$ cat config.mk
export PLATFORM = sky130hd
export DESIGN_NAME = iil_cell
export DESIGN_NICKNAME = d
export VERILOG_FILES = /design/src/hw/rtl/iil_pkg.sv /design/src/hw/rtl/iil_cell.sv
export SDC_FILE = /design/constraint.sdc
export NUM_CORES = 1
export LEC_CHECK = 0
export BUFFER_PORTS_ARGS = -buffer_cell sky130_fd_sc_hd__buf_2
export CELL_PAD_IN_SITES_DETAIL_PLACEMENT = 0
export CELL_PAD_IN_SITES_GLOBAL_PLACEMENT = 1
export CORE_ASPECT_RATIO = 0.8
export CORE_UTILIZATION = 29
export CTS_CLUSTER_DIAMETER = 100
export DETAILED_ROUTE_END_ITERATION = 10
export HOLD_SLACK_MARGIN = 0.08
export PLACE_DENSITY = 0.83
export SLEW_MARGIN = 20
export SYNTH_ARGS = -nofsm -noshare
export SYNTH_HDL_FRONTEND = slang
export SYNTH_SLANG_ARGS = --single-unit
export TNS_END_PERCENT = 1
$ cat constraint.sdc
create_clock -name clk -period 0.8 [get_ports clk]
set_input_delay 0.08 -clock clk [delete_from_list [all_inputs] [get_ports clk]]
set_output_delay 0.08 -clock clk [all_outputs]
set_load 0.02 [all_outputs]
$ cat src/hw/rtl/iil_pkg.sv
// ----------------------------------------------------------------------------
// iil_pkg - shared types and constants of the indexed insert/remove list
// Holds the list geometry, operation and status codes, and the structs that
// pass between the list controller and the entry cells.
// ----------------------------------------------------------------------------
`default_nettype none

package iil_pkg;

    localparam int DEPTH       = 64;
    localparam int ENTRY_WIDTH = 32;
    localparam int IDX_W       = $clog2(DEPTH);
    localparam int CNT_W       = $clog2(DEPTH + 1);

    localparam int OPCODE_W   = 3;
    localparam int POSITION_W = 6;
    localparam int VALUE_W    = 32;
    localparam int STATUS_W   = 2;
    localparam int COUNT_W    = 7;

    localparam logic [OPCODE_W-1:0] OP_APPEND = 3'd0;
    localparam logic [OPCODE_W-1:0] OP_INSERT = 3'd1;
    localparam logic [OPCODE_W-1:0] OP_REMOVE = 3'd2;
    localparam logic [OPCODE_W-1:0] OP_GET    = 3'd3;
    localparam logic [OPCODE_W-1:0] OP_CLEAR  = 3'd4;

    localparam logic [STATUS_W-1:0] ST_OK    = 2'd0;
    localparam logic [STATUS_W-1:0] ST_RANGE = 2'd1;
    localparam logic [STATUS_W-1:0] ST_FULL  = 2'd2;

    typedef enum logic [1:0] {
        CELL_HOLD,
        CELL_WRITE,
        CELL_INSERT,
        CELL_REMOVE
    } cell_mode_t;

    // Broadcast from the controller to every cell.
    typedef struct packed {
        cell_mode_t             mode;
        logic [IDX_W-1:0]       idx;
        logic [ENTRY_WIDTH-1:0] wdata;
        logic                   rd_req;
    } cell_ctrl_t;

    // Read data travelling down the chain toward the last cell.
    typedef struct packed {
        logic                   vld;
        logic [ENTRY_WIDTH-1:0] data;
    } rd_link_t;

    typedef enum logic {
        S_IDLE,
        S_READ
    } state_t;

endpackage

`default_nettype wire

$ cat src/hw/rtl/iil_cell.sv
// ----------------------------------------------------------------------------
// iil_cell - one entry of the list
// Holds one entry, takes a new value, its left or its right neighbor on
// write, insert and remove, and forwards read data one cell per cycle.
// ----------------------------------------------------------------------------
`default_nettype none

module iil_cell (
    input  wire logic                            clk,
    input  wire logic                            rst_n,
    input  wire iil_pkg::cell_ctrl_t             ctrl,
    input  wire logic [iil_pkg::IDX_W-1:0]       cell_idx,
    input  wire logic [iil_pkg::ENTRY_WIDTH-1:0] left_entry,
    input  wire logic [iil_pkg::ENTRY_WIDTH-1:0] right_entry,
    output logic      [iil_pkg::ENTRY_WIDTH-1:0] entry,
    input  wire iil_pkg::rd_link_t               rd_in,
    output iil_pkg::rd_link_t                    rd_out
);

    logic [iil_pkg::ENTRY_WIDTH-1:0] entry_reg;
    logic [iil_pkg::ENTRY_WIDTH-1:0] entry_next;
    logic                            rd_vld_reg;
    logic [iil_pkg::ENTRY_WIDTH-1:0] rd_data_reg;
    iil_pkg::rd_link_t               rd_next;
    logic                            at_idx;
    logic                            above_idx;

    assign at_idx    = (cell_idx == ctrl.idx);
    assign above_idx = (cell_idx > ctrl.idx);

    always_comb
    begin
        entry_next = entry_reg;
        unique case (ctrl.mode)
            iil_pkg::CELL_HOLD:
            begin
                entry_next = entry_reg;
            end
            iil_pkg::CELL_WRITE:
            begin
                if (at_idx)
                    entry_next = ctrl.wdata;
            end
            iil_pkg::CELL_INSERT:
            begin
                if (at_idx)
                    entry_next = ctrl.wdata;
                else if (above_idx)
                    entry_next = left_entry;
            end
            iil_pkg::CELL_REMOVE:
            begin
                if (at_idx || above_idx)
                    entry_next = right_entry;
            end
            default:
            begin
                entry_next = entry_reg;
            end
        endcase
    end

    // On a read request the addressed cell launches its entry; otherwise each cell
    // passes on whatever arrives from the left.
    always_comb
    begin
        if (ctrl.rd_req && at_idx)
        begin
            rd_next.vld  = 1'b1;
            rd_next.data = entry_reg;
        end
        else
        begin
            rd_next = rd_in;
        end
    end

    always_ff @(posedge clk)
    begin
        entry_reg <= entry_next;
    end

    always_ff @(posedge clk or negedge rst_n)
    begin
        if (!rst_n)
            rd_vld_reg <= 1'b0;
        else
            rd_vld_reg <= rd_next.vld;
    end

    always_ff @(posedge clk)
    begin
        rd_data_reg <= rd_next.data;
    end

    assign entry  = entry_reg;
    assign rd_out = {rd_vld_reg, rd_data_reg};

endmodule

`default_nettype wire

# --- Word level (Yosys, flattened, before mapping) ---
# Index checks and enable logic that the tools add are counted.
# Widths: inputs -> output; s select.
classes:
  add_sub_neg: 0
  multipliers: 0
  n_div: 0
  n_lt_le_gt_ge: 1
  eq_ne: 7
  shift: 0
  n_mux: 6
  bitwise_logic: 1
  n_reduce_logical: 4
ops:
  columns: ["cell", "count"]
  rows:
  - ["$mux 32", 4]
  - ["$pmux 32 s3", 1]
  - ["$mux 33", 1]
  - ["$eq 6x6->1", 1]
  - ["$gt 6x6->1", 1]
  - ["$eq 2x2->1 const B", 2]
  - ["$ne 2x2->1 const B", 2]
  - ["$reduce_and 4->1", 1]
  - ["$ne 3x3->1 const B", 1]
  - ["$eq 2x1->1 const B", 1]
  - ["$logic_not 2->1", 1]
  - ["$logic_and 1x1->1", 1]
  - ["$logic_or 1x1->1", 1]
  - ["$not 1->1", 1]
word_totals:
  regBits: 65
  latchBits: 0
  ram_bits: 0
  romBits: 0
  out_inout_bits: 65
  elab_cells: 22
  memories: 0

# --- Depth between registers and ports, before layout ---
logic_depth:
  ltp_word: 4
  mapped_depth: 7
  depth_no_buf: 6

# --- Worst setup path after synthesis ---
# OpenSTA, ideal clock, no wires.
synth_timing:
  kind: "input -> register"
  start: "in ctrl[37] in the netlist's numbering"
  end: "reg entry_reg, in the netlist entry[0] (enable)"
  arrival_ns: 1.624
  required_ns: 0.406
  slack_ns: -1.218
  cell_stages: 6
  path_cell_list: "inv_1 -> ha_1 -> nand4_2 -> nor2_1 -> and2_1 -> o32a_1"
synth_between:
  elab_chain_len: 4
  elab_cells_between_ends: 7
  cone_classes: "1 x order compare; 4 x eq/ne; 2 x reduce/logical"
synth_rtl:
  columns: ["element", "line_no", "rtl"]
  rows:
  - ["start, declared", "iil_cell.sv:11", "input wire iil_pkg::cell_ctrl_t ctrl,"]
  - ["$gt 6x6->1 / $eq 6x6->1 (equally long branches)", "iil_cell.sv:29, iil_cell.sv:28", null]
  - ["$logic_or 1x1->1", "iil_cell.sv:53", "if (at_idx || above_idx)"]
  - ["$ne 2x2->1 (no line)", null, null]
  - ["$reduce_and 4->1 (no line) *", null, null]
  - ["end signal, assigned", "iil_cell.sv:80", "entry_reg <= entry_next;"]
  - ["end, declared", "iil_cell.sv:20", "logic [iil_pkg::ENTRY_WIDTH-1:0] entry_reg;"]
# Mark *: on every way between the ends. The rest lies on a longest branch, timed or not.
# A chain may end at the register's enable or synchronous reset.

# --- Worst setup path in the final report ---
layout_timing:
  start: "in ctrl[36] in the netlist's numbering"
  end: "reg entry_reg, in the netlist entry[10], data pin"
layout_between:
  elab_chain_len: 3
layout_rtl:
  columns: ["element", "line_no", "rtl"]
  rows:
  - ["$eq 6x6->1", "iil_cell.sv:28", "assign at_idx = (cell_idx == ctrl.idx);"]
  - ["$mux 32", "iil_cell.sv:46", "if (at_idx)"]
  - ["$pmux 32 s3", "iil_cell.sv:34", "unique case (ctrl.mode)"]
  - ["net entry_next, one bit", "iil_cell.sv:21", "logic [iil_pkg::ENTRY_WIDTH-1:0] entry_next;"]
# The timed path passes the listed nets, and every way through them passes these cells.

==> results.json <==
{
  "status": "finished with violations",
  "violations": "setup timing",
  "ant_nets": 0,
  "clkTransAtPathRegs_ns": 0.06,
  "chipWidth_um": 113,
  "io_pins": 211,
  "crit_path_end_kind": "register",
  "worstSetupStartpointType": "input port",
  "gr-max-usage-layer": "met2",
  "nFillCells": 759,
  "p_seq_share_pct": 41.2,
  "drt-wirelength-per-cell_um": 16.1,
  "grt_remaining_overflow": 0,
  "cp_max_fo": 15,
  "synth_ff_type": "edfxtp_1",
  "dp_hpwl_um": 6730,
  "synth.cell_area_um2": 2840,
  "die_area_um2": 10200,
  "core_um2": 9270,
  "cts_setup_buffers": 0,
  "dr.pass1.iters": 4,
  "multi_input_area_um2": 1340,
  "post_layout_nonfiller_instances": 581,
  "htree_levels": 3,
  "r2r_cells": 1,
  "rsz0062_at_grt": "yes",
  "gp_congestion": 0.755,
  "clock-root-buffer": "clkbuf_16",
  "drv_slew": 0,
  "cts_sinks": 65,
  "reg2reg_to": "rd_data_reg[5]$_DFF_P_",
  "async_reset_ff_share_pct": 1.54,
  "antenna_found_initial": 0,
  "fin_ws_ns": -0.547,
  "synth-edff-count": 32,
  "fin_crit_sh_pct": 168,
  "diodes": 0,
  "worstPathRequired_ns": 0.87,
  "critPathKind": "in2reg",
  "fin_nets": 613,
  "synth_top_area_share_pct": 33.8,
  "final_area_um2": 5330,
  "r2r-start": "entry[5]$_DFFE_PP_",
  "power.density_nw_per_um2": 1810,
  "comb_power_share_pct": 21.3,
  "drc": 0,
  "dp.cells": 530,
  "ys_seq_area_share_pct": 57.3,
  "intPower_mw": 7.24,
  "irDropWorstVdd_uv": 896,
  "grtUsageMet3_pct": 5.17,
  "drive_gt1_share_pct": 76.0,
  "reg2reg_setup_slack_ns": -0.01,
  "hp-class": "in2reg",
  "syn_nets": 359,
  "holdPathStages": 2,
  "grt_first_pass_wirelength_um": 14300,
  "relSlewSlack_pct": 83.4,
  "p_sw_share_pct": 25.0,
  "synth_largest_area_cell": "edfxtp_1",
  "wl_um": 9350,
  "arrival_ns": 1.41,
  "yosysWarnings": 0,
  "whs_ns": 0.0606,
  "synth_area_leaders": "edfxtp_1 34%, dfxtp_1 23%, mux2_2 13%, a221o_1 11%, and3_1 6.6%",
  "placedInstanceArea_um2": 4360,
  "vias_per_cell": 4.74,
  "finalPower_mw": 9.66,
  "post-route-util_pct": 57.5,
  "cts.hold.buffers_added": 35,
  "period_needed_ns": 1.35,
  "syn_to_final_growth_pct": 87.6,
  "sequential_cell_area_um2": 1670,
  "die_h_um": 90.5,
  "power_frac_clock_pct": 37.5,
  "port_buffers": 210,
  "first_global_vias": 3031,
  "grt_max_degree": 34,
  "setup_viol": 162,
  "rows": 31,
  "worst_pin_slew_ns": 0.247,
  "avgSynthCellArea_um2": 13.7,
  "met1_usage_pct": 19.0,
  "track_usage_pct": 18.4,
  "cts_tree": "done",
  "num_vias": 2752,
  "clock_path_buffers": 2,
  "drv_cap": 0,
  "synth_cell_types": 25,
  "synth_seq_cells": 65,
  "hold_violations": 0,
  "hp-start": "right_entry[18]",
  "power.switching_mw": 2.42,
  "clock_skew_ns": 0.00390,
  "insertion_delay_ns": 0.32,
  "grtUsageMet2_pct": 35.1,
  "max_freq_mhz": 742,
  "start_util_pct": 30.6,
  "cts_buffers": 9,
  "synth_cells": 207,
  "drt_iter0_drc": 69,
  "p_leak_nw": 2.37,
  "min_to": "entry[18]$_DFFE_PP_"
}
worst max-delay path by stage:
| stage | startpoint | end |
|---|---|---|
| finish | ctrl[36] | entry[10]$_DFFE_PP_ |
| global route | ctrl[36] | entry[12]$_DFFE_PP_ |
| CTS | ctrl[36] | entry[28]$_DFFE_PP_ |
| detailed placement | ctrl[36] | entry[15]$_DFFE_PP_ |
| global placement | ctrl[36] | entry[15]$_DFFE_PP_ |
| floorplan | ctrl[36] | entry[0]$_DFFE_PP_ |
Yosys cell counts, types with 2 or more instances:
| master | count |
|---|---|
| a221o_1 | 32 |
| and2_1 | 2 |
| and3_1 | 30 |
| and3_2 | 2 |
| buf_2 | 3 |
| buf_6 | 6 |
| clkbuf_1 | 7 |
| dfxtp_1 | 32 |
| edfxtp_1 | 32 |
| ha_1 | 6 |
| inv_1 | 6 |
| mux2_2 | 32 |
| nand2_1 | 2 |
| nand2b_1 | 2 |
| nor2_1 | 3 |
cell families after synthesis:
logic type,synth area share [%]
buffers and inverters,4.89
adders and majority gates,2.64
DFF,57.3
muxes,12.7
and+or+nand+nor,9.65
AOI/OAI and AO/OA,12.8
per-stage QoR:
stage	TNS, ns	setup slack, ns
floorplan	-59.17	-0.701
global placement	-78.45	-0.940
detailed placement	-81.76	-0.985
CTS	-49.77	-0.575
global route	-57.00	-0.593
finish	-49.44	-0.547
area by class of cell:
type	instances	area share (%)
flip-flops and latches	65	31.3
inverters	6	0.658
multi-input cells	119	25.1
clock buffers	11	4.77
well taps	115	2.70
clock inverters	5	0.540
repair buffers	260	35.0
power groups by stage:
stage | logic, mW | clock network [mW] | registers [mW]
final | 2.06 | 3.63 | 3.98
after global routing | 2.18 | 3.90 | 4.01
after CTS | 2.04 | 3.73 | 3.97
after detailed placement | 1.76 | 0 | 4.00
after global placement | 1.73 | 0 | 4.00
after floorplan | 0.578 | 0 | 4.35
layer usage:
layer | part of all wire [%] | wire length [um]
met4 | 1.6 | 147
met3 | 6.3 | 586
met2 | 53 | 4990
met1 | 39 | 3620
met5 | 0 | 0
worst max-delay path, cell delays in order:
cell,delay (ns)
buf_8,0.08
inv_8,0.03
ha_4,0.27
nand4_4,0.11
or2_4,0.28
buf_12,0.16
and3_4,0.14
a221o_1,0.26
placed cells by master (no fill, tap or decap), types with 2 or more instances in the layout:
master / count
a221o_1: 32
buf_6: 39
inv_2: 3
dfxtp_2: 31
ha_4: 6
edfxtp_1: 32
and3_4: 32
and2_1: 2
nor2_1: 3
clkinv_2: 4
buf_2: 172
buf_4: 5
mux2_2: 32
nand2b_1: 2
inv_4: 2
dlygate4sd3_1: 35
buf_12: 8
clkbuf_16: 10
what timing repair did:
action,in CTS,in global routing
setup endpoints to repair,162,162
resized for setup,102,13
pin swaps,3,10
endpoints found under the hold margin,66,30
Power figures use the tool's default switching activity.
